`config.mk`:
```
export PLATFORM = sky130hd
export DESIGN_NAME = mbox_from_line_escaper
export DESIGN_NICKNAME = d
export VERILOG_FILES = /design/src/mbfe_pkg.sv /design/src/mbfe_scan.sv /design/src/mbox_from_line_escaper.sv
export SDC_FILE = /design/constraint.sdc
export NUM_CORES = 1
export LEC_CHECK = 0
export BUFFER_PORTS_ARGS = -buffer_cell sky130_fd_sc_hd__buf_2
export CAP_MARGIN = 20
export CORE_MARGIN = 2
export CORE_UTILIZATION = 60
export DETAILED_ROUTE_END_ITERATION = 12
export GPL_ROUTABILITY_DRIVEN = 1
export GPL_TIMING_DRIVEN = 0
export PLACE_DENSITY = 0.84
export RECOVER_POWER = 50
export SLEW_MARGIN = 40
export SYNTH_ARGS = -nofsm -noshare
export SYNTH_HDL_FRONTEND = slang
export SYNTH_SLANG_ARGS = --single-unit
```
`constraint.sdc`:
```
create_clock -name clock -period 5.95 [get_ports clock]
set_input_delay 1.19 -clock clock [delete_from_list [all_inputs] [get_ports clock]]
set_output_delay 1.19 -clock clock [all_outputs]
set_load 0.01 [all_outputs]
```
`src/mbfe_pkg.sv`:
```
// ----------------------------------------------------------------------------
// mbfe_pkg
// Types, character codes and the "From " lookup for the From-line escaper.
// ----------------------------------------------------------------------------
`default_nettype none

package mbfe_pkg;

   localparam int RUN_DEPTH = 6;

   localparam logic [7:0] CH_QUOTE   = 8'h3E;
   localparam logic [7:0] CH_NEWLINE = 8'h0A;
   localparam logic [2:0] WORD_LAST  = 3'd4;

   typedef logic [7:0] byte_type;
   typedef logic [2:0] run_count_type;

   typedef struct packed {
      logic       scanning;
      logic [2:0] match_length;
   } scan_state_type;

   // Byte of "From " at a given position; position 4 is the space.
   function automatic byte_type from_char(input logic [2:0] pos);
      byte_type c;
      case (pos)
         3'd0:    c = 8'h46;
         3'd1:    c = 8'h72;
         3'd2:    c = 8'h6F;
         3'd3:    c = 8'h6D;
         default: c = 8'h20;
      endcase
      return c;
   endfunction

endpackage

`default_nettype wire

```
`src/mbfe_scan.sv`:
```
// ----------------------------------------------------------------------------
// mbfe_scan
// Line scanner: works out the output run and next scan state for one byte.
// ----------------------------------------------------------------------------
`default_nettype none

module mbfe_scan
   import mbfe_pkg::*;
(
   input  wire byte_type       data_byte,
   input  wire logic           first_of_message,
   input  wire logic           exempt_first_line,
   input  wire logic           last_of_message,
   input  wire scan_state_type state_ff,
   output scan_state_type      state_in,
   output byte_type            run_bytes [RUN_DEPTH],
   output run_count_type       run_count
);

   logic       scan;
   logic [2:0] m;
   logic       is_quote;
   logic       matches_word;
   logic       lead;
   logic [2:0] held_count;
   logic       has_tail;

   always_comb begin
      scan = first_of_message ? !exempt_first_line : state_ff.scanning;
      m    = (first_of_message || state_ff.match_length > WORD_LAST) ? 3'd0
                                                                     : state_ff.match_length;
      is_quote     = (data_byte == CH_QUOTE);
      matches_word = (data_byte == from_char(m));

      lead       = 1'b0;
      held_count = 3'd0;
      has_tail   = 1'b1;
      state_in   = '{scanning: 1'b1, match_length: 3'd0};

      if (!scan) begin
         state_in.scanning = (data_byte == CH_NEWLINE);
      end else if (m == 3'd0 && is_quote) begin
         state_in.scanning = 1'b1;
      end else if (matches_word && m < WORD_LAST) begin
         // hold back one more byte of the word
         has_tail              = 1'b0;
         state_in.match_length = m + 3'd1;
         if (last_of_message) begin
            held_count = m + 3'd1;
         end
      end else if (matches_word) begin
         // "From " complete: extra quote, then the whole word
         lead              = 1'b1;
         held_count        = 3'd5;
         has_tail          = 1'b0;
         state_in.scanning = 1'b0;
      end else begin
         held_count        = m;
         state_in.scanning = (data_byte == CH_NEWLINE);
      end

      if (last_of_message) begin
         state_in = '{scanning: 1'b1, match_length: 3'd0};
      end

      run_count = held_count + {2'b00, lead} + {2'b00, has_tail};
   end

   always_comb begin
      logic [2:0] pos;
      logic [2:0] q;
      for (int p = 0; p < RUN_DEPTH; p++) begin
         pos = 3'(p);
         q   = pos - {2'b00, lead};
         if (lead && pos == 3'd0) begin
            run_bytes[p] = CH_QUOTE;
         end else if (q < held_count) begin
            run_bytes[p] = from_char(q);
         end else begin
            run_bytes[p] = data_byte;
         end
      end
   end

endmodule

`default_nettype wire

```
`src/mbox_from_line_escaper.sv`:
```
// ----------------------------------------------------------------------------
// mbox_from_line_escaper
// Escapes "From " lines in a message body byte stream, mboxrd style.
// ----------------------------------------------------------------------------
//
//  channel | dir | handshake               | payload
//  --------+-----+-------------------------+-----------------------------------
//  req     | in  | req_valid / req_ready   | data_byte, first_of_message,
//          |     |                         | exempt_first_line, last_of_message
//  rsp     | out | rsp_valid / rsp_ready   | out_byte, last_of_run, message_end
//
//  One byte is taken per cycle while each transaction yields at most one
//  result; a transaction yielding more than one result holds req_ready low
//  while the run register drains. Held bytes of "From" yield none.
//  The next transaction is taken in the cycle the last byte of a run leaves.
//  Reset (synchronous, active high) empties the run register, restarts
//  scanning at line start and drops held bytes.
//  A stalled rsp side holds the run register and so, on its last byte, req.
//
// ----------------------------------------------------------------------------
`default_nettype none

module mbox_from_line_escaper
   import mbfe_pkg::*;
(
   input  wire logic     clock,
   input  wire logic     reset,
   input  wire logic     req_valid,
   output logic          req_ready,
   input  wire byte_type req_data_byte,
   input  wire logic     req_first_of_message,
   input  wire logic     req_exempt_first_line,
   input  wire logic     req_last_of_message,
   output logic          rsp_valid,
   input  wire logic     rsp_ready,
   output byte_type      rsp_out_byte,
   output logic          rsp_last_of_run,
   output logic          rsp_message_end
);

   // line scanner state
   scan_state_type state_ff;
   scan_state_type state_in;

   // run register: bytes of the current transaction's result, drained in order
   byte_type      run_bytes_ff [RUN_DEPTH];
   byte_type      run_bytes_in [RUN_DEPTH];
   run_count_type count_ff;
   run_count_type count_in;
   run_count_type idx_ff;
   logic          end_ff;

   logic req_fire;
   logic rsp_fire;
   logic at_last;

   mbfe_scan u_scan (
      .data_byte         (req_data_byte),
      .first_of_message  (req_first_of_message),
      .exempt_first_line (req_exempt_first_line),
      .last_of_message   (req_last_of_message),
      .state_ff          (state_ff),
      .state_in          (state_in),
      .run_bytes         (run_bytes_in),
      .run_count         (count_in)
   );

   assign at_last   = (idx_ff == count_ff - 3'd1);
   assign rsp_valid = (count_ff != 3'd0);
   assign req_ready = !rsp_valid || (rsp_ready && at_last);
   assign req_fire  = req_valid && req_ready;
   assign rsp_fire  = rsp_valid && rsp_ready;

   assign rsp_out_byte    = run_bytes_ff[idx_ff];
   assign rsp_last_of_run = at_last;
   assign rsp_message_end = at_last && end_ff;

   always_ff @(posedge clock) begin
      if (reset) begin
         state_ff <= '{scanning: 1'b1, match_length: 3'd0};
         count_ff <= 3'd0;
         idx_ff   <= 3'd0;
         end_ff   <= 1'b0;
      end else begin
         if (req_fire) begin
            // a fresh run replaces the one whose last byte just left
            state_ff <= state_in;
            count_ff <= count_in;
            idx_ff   <= 3'd0;
            end_ff   <= req_last_of_message;
         end else if (rsp_fire) begin
            if (at_last) begin
               count_ff <= 3'd0;
               idx_ff   <= 3'd0;
            end else begin
               idx_ff <= idx_ff + 3'd1;
            end
         end
      end
   end

   // payload needs no reset
   always_ff @(posedge clock) begin
      if (req_fire) begin
         run_bytes_ff <= run_bytes_in;
      end
   end

endmodule

`default_nettype wire

```
==> metrics.txt <==
reg-to-reg endpoint=run_bytes_ff[19]$_SDFFCE_PN1P_; crit path cell chain=buf_2 -> or3b_2 -> inv_1 -> ha_1 -> ha_1 -> or3_1 -> nor4b_1 -> o22a_2 -> nand3_2 -> o41ai_4 -> inv_4 -> ha_1 -> o41ai_2 -> nand2_1; Cells after Synth=298; detailed-placement wirelength estimate=5030 um; postcts setup bufs=0; worst-path maximum fanout=10; leak pwr=1.41 nW; # diodes=0; routed vias=2514; largest net degree at the start of global routing=31; starting density of the core=61.6%; initial DRC count=218; normalized max-slew margin=-1.39%; Crit Reg-Reg Startpoint=idx_ff[0]$_SDFFE_PP0P_; first-pass GRT wire length=11500 um; Overall Power=874 uW; fraction of layout cells with a size suffix above 1=18.0%; RSZ-0062 raised after global routing=false; Reg2Reg Setup Slack=0.98 ns; Cell Area, Synth=0.00335 mm2; status=finished with violations; most frequent cell after synthesis=edfxtp_1; die height=78.7 um; Die Width=78.7 um; worst reg-to-reg path cell count=8; Max-Cap Viols=1; top cells by area, synth=edfxtp_1 43%, dfxtp_1 6.6%, mux4_2 5.4%; Critical Path Source Type=primary input; total track usage=25.4%; Hold Path Depth=2; vias per cell=6.13; Cell Pwr Density=236 mW/mm2; Max Slew Vio Count=29; Post-Layout Inst Area=0.00371 mm2; required time of the worst setup path=6.02 ns; Cell Count, Final, Fillers Out=410; clk_skew=0.00845 ns; Total Neg Setup Slack=0 ns; area share of the largest cell type after synthesis=43.0%; main flop type after synthesis=edfxtp_1; Buf+Inv Stages, Crit Path=3; Area growth, synth to finish=10.8%; CTS Sinks=59; CTS H-tree lvls=3; post_cts resized=0; Final Cycle Share=90.5%; placed cells=394; post-synthesis sequential area ratio=49.6%; most used cell, CP=ha_1; final setup violating endpoints=0; Syn. warnings=0; core area=0.00544 mm2; CTS tree=yes; Syn Nets=327; Synth Register Bits=59; slowest CP cell=o41ai_2; final hold violation count=0; critical path type=in2reg; Max Root-Sink Buffers=2; Critical Path AT=5.45 ns; clk slew on worst S/H paths=0.07 ns; vias in the first global route=2255; post-synth cell types=59; Worst Tran Pin Value=1.52 ns; most frequent cells after synthesis=48 x edfxtp_1, 27 x inv_1, 22 x nand2_1; overflow left after global routing=0; Site Rows=27; initial antenna violation count=0; Critical Path Sink Type=flip-flop; crit-path leading delay family=compound AO/OA/AOI/OAI gates; io pins=27; worst skew pair latency=0.34 ns; Layout fillers=409; Detail Route Antenna Nets=0; HP Class=reg2reg; fin nets=362; Placer Congestion=0.948; Max VDD drop=0.120 mV; hold_sp=end_ff$_SDFFE_PP0P_; Port Buffers=23; Async SR Flop Fraction=0%; failing checks=max-capacitance violations, max-slew violations; post-layout min period=5.38 ns; EDFF count, synth=48; WL/cell=17.7 um; CTS Root Cell=clkbuf_8; CP peak stage delay=0.69 ns; final wirelength=7260 um; Avg Cell Area, Syn=11.2 um2; fmax=0.186 GHz; Hold EP=end_ff$_SDFFE_PP0P_; Synth area leader=edfxtp_1; die area=0.00620 mm2; hold-fix buffers at CTS=0; CTS Buf Count=9; total iterations of the first detailed-routing run=4; DRC violations left=0; dpl cell area=0.00358 mm2
[routing by layer]
layer  track usage (%)  routed length, um  vias up  share of wire (%)
li1                  -                  -     1178                  -
met1              34.3               3180     1222                 44
met2              40.6               3470       97                 48
met3              4.89                427       17                5.9
met4              10.2                178        0                2.5
met5                 0                  0        -                  0
[power by group]
group | internal (mW) | switching, mW | total (mW)
sequential | 0.475 | 0.00644 | 0.482
clock | 0.146 | 0.157 | 0.303
combinational | 0.0350 | 0.0541 | 0.0891
[logic make-up after synthesis]
logic type / count (synthesis) / synth area share, %
adder cells (fa/ha/maj): 14 / 5.45
buffers and inverters: 44 / 5.42
AO/OA/AOI/OAI: 67 / 15.1
XOR/XNOR: 4 / 1.05
AND/OR/NAND/NOR: 93 / 15.4
multiplexers: 17 / 8.07
flip-flops: 59 / 49.6
[how the worst max path moves through the flow]
stage	from	end	slack (ns)	cells after the start
final	req_first_of_message	run_bytes_ff[41]$_SDFFCE_PP1P_	0.57	14
after detailed placement	req_first_of_message	run_bytes_ff[41]$_SDFFCE_PP1P_	0.28	14
after global placement	req_first_of_message	run_bytes_ff[42]$_SDFFCE_PP1P_	0.44	13
after floorplan	req_first_of_message	run_bytes_ff[41]$_SDFFCE_PP1P_	1.31	11
after global routing	req_first_of_message	run_bytes_ff[42]$_SDFFCE_PP1P_	0.34	14
after CTS	req_first_of_message	run_bytes_ff[41]$_SDFFCE_PP1P_	0.63	14
[area by class of cell]
type                            instances  area (um2)  share of cell area, %
Tap cell                               72        90.1                   2.43
Clock buffer                           10         128                   3.44
Sequential cell                        59        1660                   44.8
Buffer                                 13        58.8                   1.59
Inverter                               31         121                   3.27
Multi-Input combinational cell        195        1510                   40.6
Timing Repair Buffer                   24         111                   3.00
Clock inverter                          6        32.5                  0.877
[stage by stage]
step           hold WS [ns]  util (%)  worst slack [ns]
2_1_floorplan         0.432         -              1.31
3_3_place_gp          0.445      65.4             0.442
3_5_place_dp          0.443      65.8             0.277
4_1_cts               0.452      68.7             0.627
5_1_grt               0.476      68.2             0.341
6_report              0.454      68.2             0.567
[worst reg2reg max path, delay by kind of cell, from the launching register on]
family / cells / cell delay, ns
flops: 1 / 0.34
simple gates: 2 / 0.76
buf+inv: 4 / 3.05
compound gates: 1 / 0.24
xor+xnor: 1 / 0.16
[cell usage in the layout, fill, tap and decap left out, types with 3 or more instances in the layout]
| master | instances |
|---|---|
| xnor2_1 | 4 |
| a31oi_1 | 4 |
| nand3_1 | 4 |
| mux2i_1 | 9 |
| nand2_1 | 22 |
| or3_1 | 4 |
| buf_2 | 19 |
| nand2b_1 | 4 |
| ha_1 | 13 |
| o21ai_1 | 3 |
| clkbuf_1 | 17 |
| nand4_1 | 3 |
| mux4_2 | 8 |
| clkbuf_8 | 9 |
| dfxtp_1 | 11 |
| a21o_1 | 5 |
| and3_1 | 3 |
| nor3_1 | 13 |
| o21ai_0 | 7 |
| nor2_1 | 11 |
| edfxtp_1 | 48 |
| o22ai_1 | 10 |
| a211oi_1 | 3 |
| nor4_1 | 4 |
| inv_1 | 27 |
| and2_1 | 12 |
| a21oi_1 | 13 |
[sequential cells by signal, indices dropped and copies added (netlist names)]
name / count
end_ff: 1
count_ff: 3
run_bytes_ff: 48
idx_ff: 3
state_ff: 4
Power figures use the tool's default switching activity.
